--- src/rtl/task_watchdog_slot_table_assert.svh ---
// ----------------------------------------------------------------------------
// Watchdog slot table assertion macros
// Shorthand for the concurrent checks of the watchdog slot table.
// ----------------------------------------------------------------------------
`ifndef TASK_WATCHDOG_SLOT_TABLE_ASSERT_SVH
`define TASK_WATCHDOG_SLOT_TABLE_ASSERT_SVH

// Same-cycle implication, disabled during reset
`define TWD_ASSERT_IMP(label, clk, rst, ante, cons, msg) \
   label: assert property (@(posedge clk) disable iff (rst) (ante) |-> (cons)) \
      else $error(msg);

// Next-cycle implication, disabled during reset
`define TWD_ASSERT_NEXT(label, clk, rst, ante, cons, msg) \
   label: assert property (@(posedge clk) disable iff (rst) (ante) |=> (cons)) \
      else $error(msg);

`endif

--- src/rtl/twd_pkg.sv ---
// ----------------------------------------------------------------------------
// Watchdog slot table package
// Request, response and slot record types, opcodes and scan states.
// ----------------------------------------------------------------------------
package twd_pkg;

   localparam int NUM_SLOTS_DEF = 16;
   localparam int SLOT_W        = 6;
   localparam int TIME_W        = 32;
   localparam int STEP_W        = 8;
   localparam int OP_W          = 3;
   localparam int MASK_W        = 16;
   localparam int MASK_IDX_W    = $clog2(MASK_W);

   localparam logic [OP_W-1:0] OP_CREATE = 3'd0;
   localparam logic [OP_W-1:0] OP_DELETE = 3'd1;
   localparam logic [OP_W-1:0] OP_ENTER  = 3'd2;
   localparam logic [OP_W-1:0] OP_EXIT   = 3'd3;
   localparam logic [OP_W-1:0] OP_CHECK  = 3'd4;

   typedef struct packed {
      logic [OP_W-1:0]   opcode;
      logic [SLOT_W-1:0] slot;
      logic [TIME_W-1:0] now_time;
      logic [TIME_W-1:0] timeout_limit;
      logic [STEP_W-1:0] step_tag;
      logic              name_given;
   } twd_req_type;

   typedef struct packed {
      logic              status;
      logic [SLOT_W-1:0] slot_out;
      logic [MASK_W-1:0] expired_mask;
   } twd_rsp_type;

   // One watchdog slot as it travels around the ring
   typedef struct packed {
      logic              used;
      logic              active;
      logic [STEP_W-1:0] step;
      logic [TIME_W-1:0] stamp;
      logic [TIME_W-1:0] timeout;
   } twd_rec_type;

   // Control from the sequencer to the head unit
   typedef struct packed {
      logic              start;
      logic              scan;
      logic [SLOT_W-1:0] idx;
   } twd_ctl_type;

   typedef enum logic [1:0] {
      ST_IDLE,
      ST_SCAN,
      ST_DONE
   } twd_state_type;

endpackage

--- src/rtl/task_watchdog_slot_table.sv ---
// ----------------------------------------------------------------------------
// Task watchdog slot table
// Each request is accepted in the idle state; in the scan state the slot
// records then rotate once around a ring of cells past the head unit (one
// slot per cycle, one 32-bit subtract and compare for the timeout check),
// and in the done state the response register is loaded. The next request
// is accepted while a response still waits to be taken; the load in the
// done state stalls for as long as an earlier response is held off.
// ----------------------------------------------------------------------------
module task_watchdog_slot_table #(
   parameter int NUM_SLOTS = twd_pkg::NUM_SLOTS_DEF
) (
   input  logic                 clock,
   input  logic                 reset,
   input  logic                 req_valid,
   output logic                 req_ready,
   input  twd_pkg::twd_req_type req_data,
   output logic                 rsp_valid,
   input  logic                 rsp_ready,
   output twd_pkg::twd_rsp_type rsp_data
);

   `include "task_watchdog_slot_table_assert.svh"

   localparam int IDX_W = (NUM_SLOTS > 1) ? $clog2(NUM_SLOTS) : 1;

   twd_pkg::twd_state_type state_ff;
   twd_pkg::twd_state_type state_in;
   logic [IDX_W-1:0]       cnt_ff;
   logic [IDX_W-1:0]       cnt_in;
   twd_pkg::twd_req_type   req_ff;
   logic                   rsp_valid_ff;
   twd_pkg::twd_rsp_type   rsp_data_ff;
   logic                   accept;
   logic                   scan;
   logic                   last;
   logic                   load_rsp;
   twd_pkg::twd_ctl_type   ctl;
   twd_pkg::twd_rec_type   head_rec_out;
   twd_pkg::twd_rsp_type   head_rsp;
   twd_pkg::twd_rec_type   ring [NUM_SLOTS];

   assign accept = req_valid && req_ready;
   assign last   = (cnt_ff == IDX_W'(NUM_SLOTS - 1));

   // Next state
   always_comb begin
      state_in = state_ff;
      unique case (state_ff)
         twd_pkg::ST_IDLE: if (req_valid) state_in = twd_pkg::ST_SCAN;
         twd_pkg::ST_SCAN: if (last) state_in = twd_pkg::ST_DONE;
         twd_pkg::ST_DONE: if (!rsp_valid_ff || rsp_ready) state_in = twd_pkg::ST_IDLE;
         default:          state_in = twd_pkg::ST_IDLE;
      endcase
   end

   // State outputs
   always_comb begin
      req_ready = 1'b0;
      scan      = 1'b0;
      load_rsp  = 1'b0;
      unique case (state_ff)
         twd_pkg::ST_IDLE: req_ready = 1'b1;
         twd_pkg::ST_SCAN: scan = 1'b1;
         twd_pkg::ST_DONE: load_rsp = !rsp_valid_ff || rsp_ready;
         default: begin
         end
      endcase
   end

   // Advance the slot counter through the scan, wrap to zero at the end
   always_comb begin
      cnt_in = cnt_ff;
      if (scan) begin
         cnt_in = last ? '0 : cnt_ff + IDX_W'(1);
      end
   end

   always_ff @(posedge clock) begin
      if (reset) begin
         state_ff <= twd_pkg::ST_IDLE;
         cnt_ff   <= '0;
      end else begin
         state_ff <= state_in;
         cnt_ff   <= cnt_in;
      end
   end

   // Hold the accepted request for the whole scan
   always_ff @(posedge clock) begin
      if (accept) begin
         req_ff <= req_data;
      end
   end

   // Response register
   always_ff @(posedge clock) begin
      if (reset) begin
         rsp_valid_ff <= 1'b0;
      end else if (load_rsp) begin
         rsp_valid_ff <= 1'b1;
      end else if (rsp_ready) begin
         rsp_valid_ff <= 1'b0;
      end
   end

   always_ff @(posedge clock) begin
      if (load_rsp) begin
         rsp_data_ff <= head_rsp;
      end
   end

   assign rsp_valid = rsp_valid_ff;
   assign rsp_data  = rsp_data_ff;

   assign ctl.start = accept;
   assign ctl.scan  = scan;
   assign ctl.idx   = twd_pkg::SLOT_W'(cnt_ff);

   // Head unit sees the record in cell 0 and feeds the last cell
   twd_head u_head (
      .clock   (clock),
      .ctl     (ctl),
      .req     (req_ff),
      .rec_in  (ring[0]),
      .rec_out (head_rec_out),
      .rsp     (head_rsp)
   );

   // Ring of slot cells
   for (genvar i = 0; i < NUM_SLOTS; i++) begin : g_cell
      twd_pkg::twd_rec_type cell_in;
      if (i == NUM_SLOTS - 1) begin : g_tail
         assign cell_in = head_rec_out;
      end else begin : g_link
         assign cell_in = ring[i+1];
      end
      twd_cell u_cell (
         .clock   (clock),
         .reset   (reset),
         .shift   (scan),
         .rec_in  (cell_in),
         .rec_out (ring[i])
      );
   end

   `TWD_ASSERT_NEXT(a_accept_starts_scan, clock, reset, req_valid && req_ready,
      state_ff == twd_pkg::ST_SCAN, "accepted request did not start a scan")
   `TWD_ASSERT_IMP(a_ring_aligned, clock, reset, state_ff != twd_pkg::ST_SCAN,
      cnt_ff == '0, "slot ring not aligned outside a scan")
   `TWD_ASSERT_IMP(a_slot_out_success, clock, reset, rsp_valid && (rsp_data.slot_out != '0),
      rsp_data.status == 1'b0, "slot returned with a failing status")
   `TWD_ASSERT_IMP(a_mask_fails, clock, reset, rsp_valid && (rsp_data.expired_mask != '0),
      rsp_data.status == 1'b1, "expired slots reported with a passing status")

endmodule

--- src/rtl/twd_cell.sv ---
// ----------------------------------------------------------------------------
// Watchdog slot cell
// Holds one slot record and passes it to its neighbor on every scan cycle.
// ----------------------------------------------------------------------------
module twd_cell (
   input  logic                 clock,
   input  logic                 reset,
   input  logic                 shift,
   input  twd_pkg::twd_rec_type rec_in,
   output twd_pkg::twd_rec_type rec_out
);

   twd_pkg::twd_rec_type rec_ff;

   // Advance the record one place along the ring
   always_ff @(posedge clock) begin
      if (reset) begin
         rec_ff <= '0;
      end else if (shift) begin
         rec_ff <= rec_in;
      end
   end

   assign rec_out = rec_ff;

endmodule

--- src/rtl/twd_head.sv ---
// ----------------------------------------------------------------------------
// Watchdog slot head unit
// Inspects and rewrites the slot record at the ring head, gathers the result.
// ----------------------------------------------------------------------------
module twd_head (
   input  logic                 clock,
   input  twd_pkg::twd_ctl_type ctl,
   input  twd_pkg::twd_req_type req,
   input  twd_pkg::twd_rec_type rec_in,
   output twd_pkg::twd_rec_type rec_out,
   output twd_pkg::twd_rsp_type rsp
);

   logic                                 flag_ff;
   logic                                 flag_in;
   logic [twd_pkg::SLOT_W-1:0]           slot_out_ff;
   logic [twd_pkg::SLOT_W-1:0]           slot_out_in;
   logic [twd_pkg::MASK_W-1:0]           mask_ff;
   logic [twd_pkg::MASK_W-1:0]           mask_in;
   logic                                 match;
   logic                                 expired;
   logic [twd_pkg::TIME_W-1:0]           elapsed;

   assign match   = (ctl.idx == req.slot) && rec_in.used;
   assign elapsed = req.now_time - rec_in.stamp;
   assign expired = rec_in.used && (elapsed >= rec_in.timeout);

   // Rewrite the head record and update the running flags
   always_comb begin
      rec_out     = rec_in;
      flag_in     = flag_ff;
      slot_out_in = slot_out_ff;
      mask_in     = mask_ff;
      unique case (req.opcode)
         twd_pkg::OP_CREATE: begin
            if (!flag_ff && !rec_in.used && req.name_given) begin
               rec_out.used    = 1'b1;
               rec_out.active  = 1'b0;
               rec_out.step    = '0;
               rec_out.stamp   = req.now_time;
               rec_out.timeout = req.timeout_limit;
               flag_in         = 1'b1;
               slot_out_in     = ctl.idx;
            end
         end
         twd_pkg::OP_DELETE: begin
            if (match) begin
               rec_out = '0;
            end
         end
         twd_pkg::OP_ENTER: begin
            if (match) begin
               rec_out.stamp  = req.now_time;
               rec_out.step   = req.step_tag;
               rec_out.active = 1'b1;
               flag_in        = 1'b1;
            end
         end
         twd_pkg::OP_EXIT: begin
            if (match) begin
               rec_out.active = 1'b0;
               flag_in        = 1'b1;
            end
         end
         twd_pkg::OP_CHECK: begin
            if (expired) begin
               flag_in = 1'b1;
               if (ctl.idx < twd_pkg::SLOT_W'(twd_pkg::MASK_W)) begin
                  mask_in = mask_ff
                     | (twd_pkg::MASK_W'(1) << ctl.idx[twd_pkg::MASK_IDX_W-1:0]);
               end
            end
         end
         default: begin
         end
      endcase
   end

   // Clear the flags on a new request, accumulate during the scan
   always_ff @(posedge clock) begin
      if (ctl.start) begin
         flag_ff     <= 1'b0;
         slot_out_ff <= '0;
         mask_ff     <= '0;
      end else if (ctl.scan) begin
         flag_ff     <= flag_in;
         slot_out_ff <= slot_out_in;
         mask_ff     <= mask_in;
      end
   end

   // Form the response from the gathered flags
   always_comb begin
      rsp.slot_out     = slot_out_ff;
      rsp.expired_mask = mask_ff;
      unique case (req.opcode)
         twd_pkg::OP_CREATE: rsp.status = !flag_ff;
         twd_pkg::OP_DELETE: rsp.status = 1'b0;
         twd_pkg::OP_ENTER:  rsp.status = !flag_ff;
         twd_pkg::OP_EXIT:   rsp.status = !flag_ff;
         twd_pkg::OP_CHECK:  rsp.status = flag_ff;
         default:            rsp.status = 1'b1;
      endcase
   end

endmodule
--- config.mk ---
export PLATFORM = sky130hd
export DESIGN_NAME = task_watchdog_slot_table
export DESIGN_NICKNAME = d
export VERILOG_FILES = /design/src/rtl/twd_pkg.sv /design/src/rtl/task_watchdog_slot_table.sv /design/src/rtl/twd_cell.sv /design/src/rtl/twd_head.sv
export VERILOG_INCLUDE_DIRS = /design/src /design/src/rtl
export SDC_FILE = /design/constraint.sdc
export NUM_CORES = 2
export LEC_CHECK = 0
export ABC_AREA = 1
export BUFFER_PORTS_ARGS = -buffer_cell sky130_fd_sc_hd__clkbuf_2
export CORE_MARGIN = 4
export CORE_UTILIZATION = 65
export CTS_BUF_LIST = sky130_fd_sc_hd__clkbuf_16
export CTS_CLUSTER_DIAMETER = 100
export DETAILED_ROUTE_END_ITERATION = 6
export GPL_TIMING_DRIVEN = 0
export PLACE_DENSITY = 0.82
export REMOVE_ABC_BUFFERS = 1
export SLEW_MARGIN = 20
export SYNTH_ARGS = -nofsm -noshare
export SYNTH_HDL_FRONTEND = slang
export SYNTH_SLANG_ARGS = --single-unit
--- constraint.sdc ---
create_clock -name clock -period 6.2 [get_ports clock]
set_input_delay 0.93 -clock clock [delete_from_list [all_inputs] [get_ports clock]]
set_output_delay 0.93 -clock clock [all_outputs]
set_load 0.03 [all_outputs]
**Yosys cells after proc, flatten, opt, wreduce, memory -nomap -nowiden**

Index checks and enable logic that the tools add are counted.

- Register bits after elaboration: 1315
- Input bits: 86
- Output and inout port bits: 25
- Logic and storage cells: 157

- $add $sub $neg: 2
- Order comparisons: 2
- Eq/ne operators: 14
- Shift operators: 1
- Muxes and demuxes: 23
- Bitwise logic cells: 1
- Reductions and logical operators: 19

Operators by type and width:

| kind | count |
|---|---|
| 74-bit two-way mux | 2 |
| 40-bit case mux with 3 select lines | 1 |
| 32-bit case mux with 2 select lines | 1 |
| 41-bit two-way mux | 1 |
| 32-bit greater-or-equal comparator | 1 |
| 32-bit subtractor | 1 |
| 16-bit OR | 1 |
| 1-bit by 4-bit left shift with 16-bit output, first input constant | 1 |
| 1-bit two-way mux | 9 |
| 3-bit by 2-bit equality test with 1-bit output, second input constant | 2 |
| 4-bit by 6-bit equality test with 1-bit output | 1 |
| 2-bit two-way mux | 3 |
| 2-bit by 1-bit != test with 1-bit output, second input constant | 3 |
| 2-bit != test, second input constant | 3 |
| 1-bit case mux with 3 select lines | 2 |
| 2-bit case mux with 3 select lines | 1 |
| 3-bit AND reduction | 2 |
| 1-bit logical AND | 5 |
| 4-bit by 5-bit less-than comparator with 1-bit output, second input constant | 1 |
| 5-bit AND reduction | 1 |
| 4-bit by 1-bit adder with 4-bit output, second input constant | 1 |
| 4-bit equality test, second input constant | 1 |
| 4-bit two-way mux | 1 |
| 1-bit case mux with 4 select lines | 1 |
| other kinds (14) | 16 |

**Longest topological paths before layout**

- Depth in word-level cells: 5
- Depth in mapped cells: 25
- Depth with buffers taken out: 25

**Hierarchy**

Synthesis repeated with hierarchy kept, for this count alone.

- Cells, all modules: 8485
- Area total of the unflattened synthesis: 56561.7 sq um

By module, submodules not included:

| module | instances | cells each | area each (sq um) | sequential area each (sq um) |
|---|---|---|---|---|
| twd_cell | 16 | 469 | 2997.9 | 1481.4 |
| twd_head | 1 | 828 | 5094.9 | 460.4 |
| task_watchdog_slot_table | 1 | 153 | 3500.9 | 3293.2 |

**Worst setup path after synthesis**

No wires, ideal clock.

- Path type: in2reg
- Start point: in req_valid
- End point: reg req_ff[0] (netlist bit) (enable)
- Setup time: 468 ps
- Data arrival time: 3322 ps
- Required time: 5732 ps
- Slack: 2410 ps
- Stages on the path: 3
- Path buffers: 1
- Cells stage by stage: nand2_1 > inv_1 > clkbuf_1

- Word-level cells in the longest chain between the ends: 1

RTL lines:

| element | line | text |
|---|---|---|
| start, declared | task_watchdog_slot_table.sv:15 | `input logic req_valid,` |
| 1-bit logical AND | task_watchdog_slot_table.sv:43 | `assign accept = req_valid && req_ready;` |
| net accept | task_watchdog_slot_table.sv:34 | `logic accept;` |
| end signal, assigned | task_watchdog_slot_table.sv:92 | `req_ff <= req_data;` |
| end, declared | task_watchdog_slot_table.sv:31 | `twd_pkg::twd_req_type req_ff;` |

The timed path passes the listed nets, and every way through them passes these cells.
A chain may end at the register's enable or synchronous reset.

**Worst setup path in the final report**

- Start point: reg req_ff[41] (netlist bit)
- End point: reg u_head.mask_ff[3] (netlist bit)

- Word-level cells in the longest chain between the ends: 4

RTL lines:

| element | line | text |
|---|---|---|
| 32-bit subtractor | twd_head.sv:25 | `assign elapsed = req.now_time - rec_in.stamp;` |
| 32-bit greater-or-equal comparator | twd_head.sv:26 | `assign expired = rec_in.used && (elapsed >= rec_in.timeout);` |
| 1-bit logical AND | twd_head.sv:26 |  |
| 4-bit AND reduction (no line) | n/a |  |
| end signal, assigned | twd_head.sv:88 | `mask_ff <= mask_in;` |
| end, declared | twd_head.sv:18 | `logic [twd_pkg::MASK_W-1:0] mask_ff;` |

No other way between the ends.

==> metrics.cfg <==
[global_routing]
grt_pass1_wl_um = 149000
antenna_found_initial = 1
grt.overflow.total = 0
gr-usage-all-layers_pct = 24.6
grt_max_degree = 187
grt_pass1_vias = 30900

[drt]
ant_nets = 0
avgViaCountPerCell = 5.43
drc_errors = 0
drt_pass1_iterations = 6
wl_per_cell_um = 14.3
wirelength_um = 88600
drt-initial-drc-count = 3056
vias = 33700

[worst_setup_path]
start_kind = flip-flop
path_class = reg2reg
end_kind = flip-flop
cp_slowest_cell = edfxtp_1
crit_top_cell = nand2_1
r2r-end = u_head.mask_ff[3]$_SDFFE_PP0P_
cpPeakStageDelay_ps = 470
path_max_fanout = 10
reg2reg_depth = 25
r2r_start = req_ff[41]$_DFFE_PP_
ff2ff_setup_slack_ps = 1720
critical_path_arrival_ps = 5060
crit_required_ps = 6780

[power_and_ir_drop]
power.internal_mw = 12.9
p_sw_share_pct = 26.8
max-vdd-ir-drop_mv = 0.272
leakagePower_nw = 21.2
p_comb_share_pct = 13.4
power_density_mw_per_mm2 = 368
switchingPower_mw = 4.71
power.total_mw = 17.6
clkPwrFrac_pct = 37.3
seq_power_share_pct = 49.3

[final_layout]
post-route-util_pct = 73.6
nets = 5408
layout-drive-gt1-share_pct = 6.73
fillCellCount = 4727
fin_area_mm2 = 0.0478
area_growth_syn_to_layout_pct = 11.4
antenna_cells = 0

[clock_network]
cts_hold_buf = 0
htreeDepth = 3
cts_setup_buffers = 0
numCtsBuffers = 112
clock_path_buffers = 3
cts_sinks = 1163
root_buffer = clkbuf_16
cts_resized = 0
cts_tree = yes
path_clk_slew_ps = 60
worstSkewPairLatency_ps = 660

[min_path]
holdCritPathClass = reg2reg
holdPathEnd = rsp_data[18]$_DFFE_PP_
hold_depth = 0
min_from = u_head.slot_out_ff[2]$_SDFFE_PP0P_

[die]
die_area_mm2 = 0.0702
die_h_um = 265
ios = 111
coreArea_mm2 = 0.0649
initial_utilization_pct = 66.1
die_x_um = 265
num_rows = 93

[yosys]
netlist_area_mm2 = 0.0429
synth_most_common_cell = nor2_1
syn_inst = 5360
yosysTopAreaCell = dfxtp_1
async_reset_ff_share_pct = 0
yosysUniqueCellTypes = 42
synthFlopType = dfxtp_1
syn_area_per_cell_um2 = 8.01
netlist.area_leader.share_pct = 49.8
synthTopCellsByArea = dfxtp_1 50%, nor2_1 17%, o21ai_0 12%
ys_seq_elements = 1163
synth-edff-count = 95
synth_seq_area_share_pct = 56.5
synthTopCellsByCount = 1894 x nor2_1, 1068 x dfxtp_1, 1064 x o21ai_0, 326 x clkbuf_1, 227 x nand2_1
synth_warnings = 0

[timing]
relSlewSlack_pct = 33.0
setup_viol = 0
setup_tns_ps = 0
min_period_over_period_pct = 72.2
fmax_mhz = 223
drv_slew = 0
fin_crit_ps = 4480
fin_skew_ps = 24.5
setup_ws_ps = 1720
hold_violations = 0
tightestPinTransition_ps = 1000
rsz0062_at_grt = no

[outcome]
status = completed

[run]
drv_cap = 0

[placed_design]
port_buffers = 100
gp_congestion = 0.882
place_area_mm2 = 0.0442
hpwlAfterDp_um = 51100
dp_slack_ps = 1790

==> cells in the final DEF, fill, tap and decap left out, types with 3 or more instances in the layout <==
cell        count
a221oi_1        4
a21o_1          8
dfxtp_1      1068
clkinvlp_4      3
clkbuf_2       99
clkbuf_16     117
clkinv_1       21
o21ai_0      1064
buf_12         11
o21bai_1        5
inv_1         220
clkinv_2       29
inv_2           5
xnor2_1         7
buf_16         35
a31oi_1        37
a21oi_1       187
nor3_1          9
ha_1           69
nor4_1          3
bufinv_16       8
xor2_1         20
nand2_1       227
edfxtp_1       95
nand4_1        11
a21oi_2        31
a211oi_1        3
nor2_1       1892
inv_6           4
nand3_1        27
==> critical path, delay by kind of cell, from the launching register on <==
kind,cells,cell delay (ps)
buffers and inverters,2,160
flip-flops,1,470
adder cells (fa/ha/maj),3,830
AND/OR/NAND/NOR,18,2400
AO/OA/AOI/OAI,2,520
==> routing by layer <==
metal / up-vias / track usage, % / wire length, µm
met4: 2 / 7.75 / 2510
met3: 164 / 3.43 / 3920
met2: 783 / 39.3 / 40700
met5: - / 0 / 10
met1: 15600 / 34.9 / 41500
li1: 17100 / - / -
==> sequential cells by signal (all words and copies together), names as in the netlist <==
register / cells
g_cell.u_cell.rec_out: 1040
req_ff: 74
rsp_data: 21
u_head.mask_ff: 16
cnt_ff: 4
u_head.slot_out_ff: 4
state_ff: 2
rsp_valid: 1
u_head.flag_ff: 1
==> how the worst max path moves through the flow <==
stage | cells past startpoint | end | start
2_1_floorplan | 8 | g_cell[15].u_cell.rec_out[0]$_SDFFE_PP0P_ | state_ff[0]$_SDFFE_PP0P_
3_3_place_gp | 8 | g_cell[15].u_cell.rec_out[10]$_SDFFE_PP0P_ | state_ff[0]$_SDFFE_PP0P_
3_5_place_dp | 25 | u_head.mask_ff[3]$_SDFFE_PP0P_ | req_ff[41]$_DFFE_PP_
4_1_cts | 25 | u_head.mask_ff[3]$_SDFFE_PP0P_ | req_ff[41]$_DFFE_PP_
5_1_grt | 23 | u_head.mask_ff[3]$_SDFFE_PP0P_ | req_ff[46]$_DFFE_PP_
6_report | 25 | u_head.mask_ff[3]$_SDFFE_PP0P_ | req_ff[41]$_DFFE_PP_
==> power by group through the flow <==
stage / clock, mW / sequential (mW) / combinational (mW)
after floorplan: 0 / 8.75 / 1.91
after global placement: 0 / 8.74 / 2.41
after detailed placement: 0 / 8.82 / 2.31
after CTS: 6.66 / 8.68 / 2.35
after global routing: 6.98 / 8.76 / 2.71
final: 6.56 / 8.68 / 2.36
==> through the flow <==
stage	instances	hold WS (ps)
2_1_floorplan	4990	403
3_3_place_gp	5945	409
3_5_place_dp	5993	418
4_1_cts	6203	402
5_1_grt	6203	401
6_report	6203	431
==> cell families after synthesis <==
kind of cell             share of synthesized area, %
flip-flops                                       56.5
XOR/XNOR                                        0.551
AND/OR/NAND/NOR                                  19.4
other                                         0.00874
AO/OA/AOI/OAI                                    16.3
adder cells (fa/ha/maj)                          2.06
buffers and inverters                            5.28
==> layout make-up <==
type | count | area, µm² | share of cell area, %
Sequential cell | 1163 | 24200 | 50.7
Multi-Input combinational cell | 3625 | 16400 | 34.4
Clock buffer | 117 | 2930 | 6.12
Timing Repair Buffer | 148 | 1720 | 3.59
Tap cell | 855 | 1070 | 2.24
Inverter | 202 | 778 | 1.63
Clock inverter | 93 | 642 | 1.34
Power figures use the tool's default switching activity.
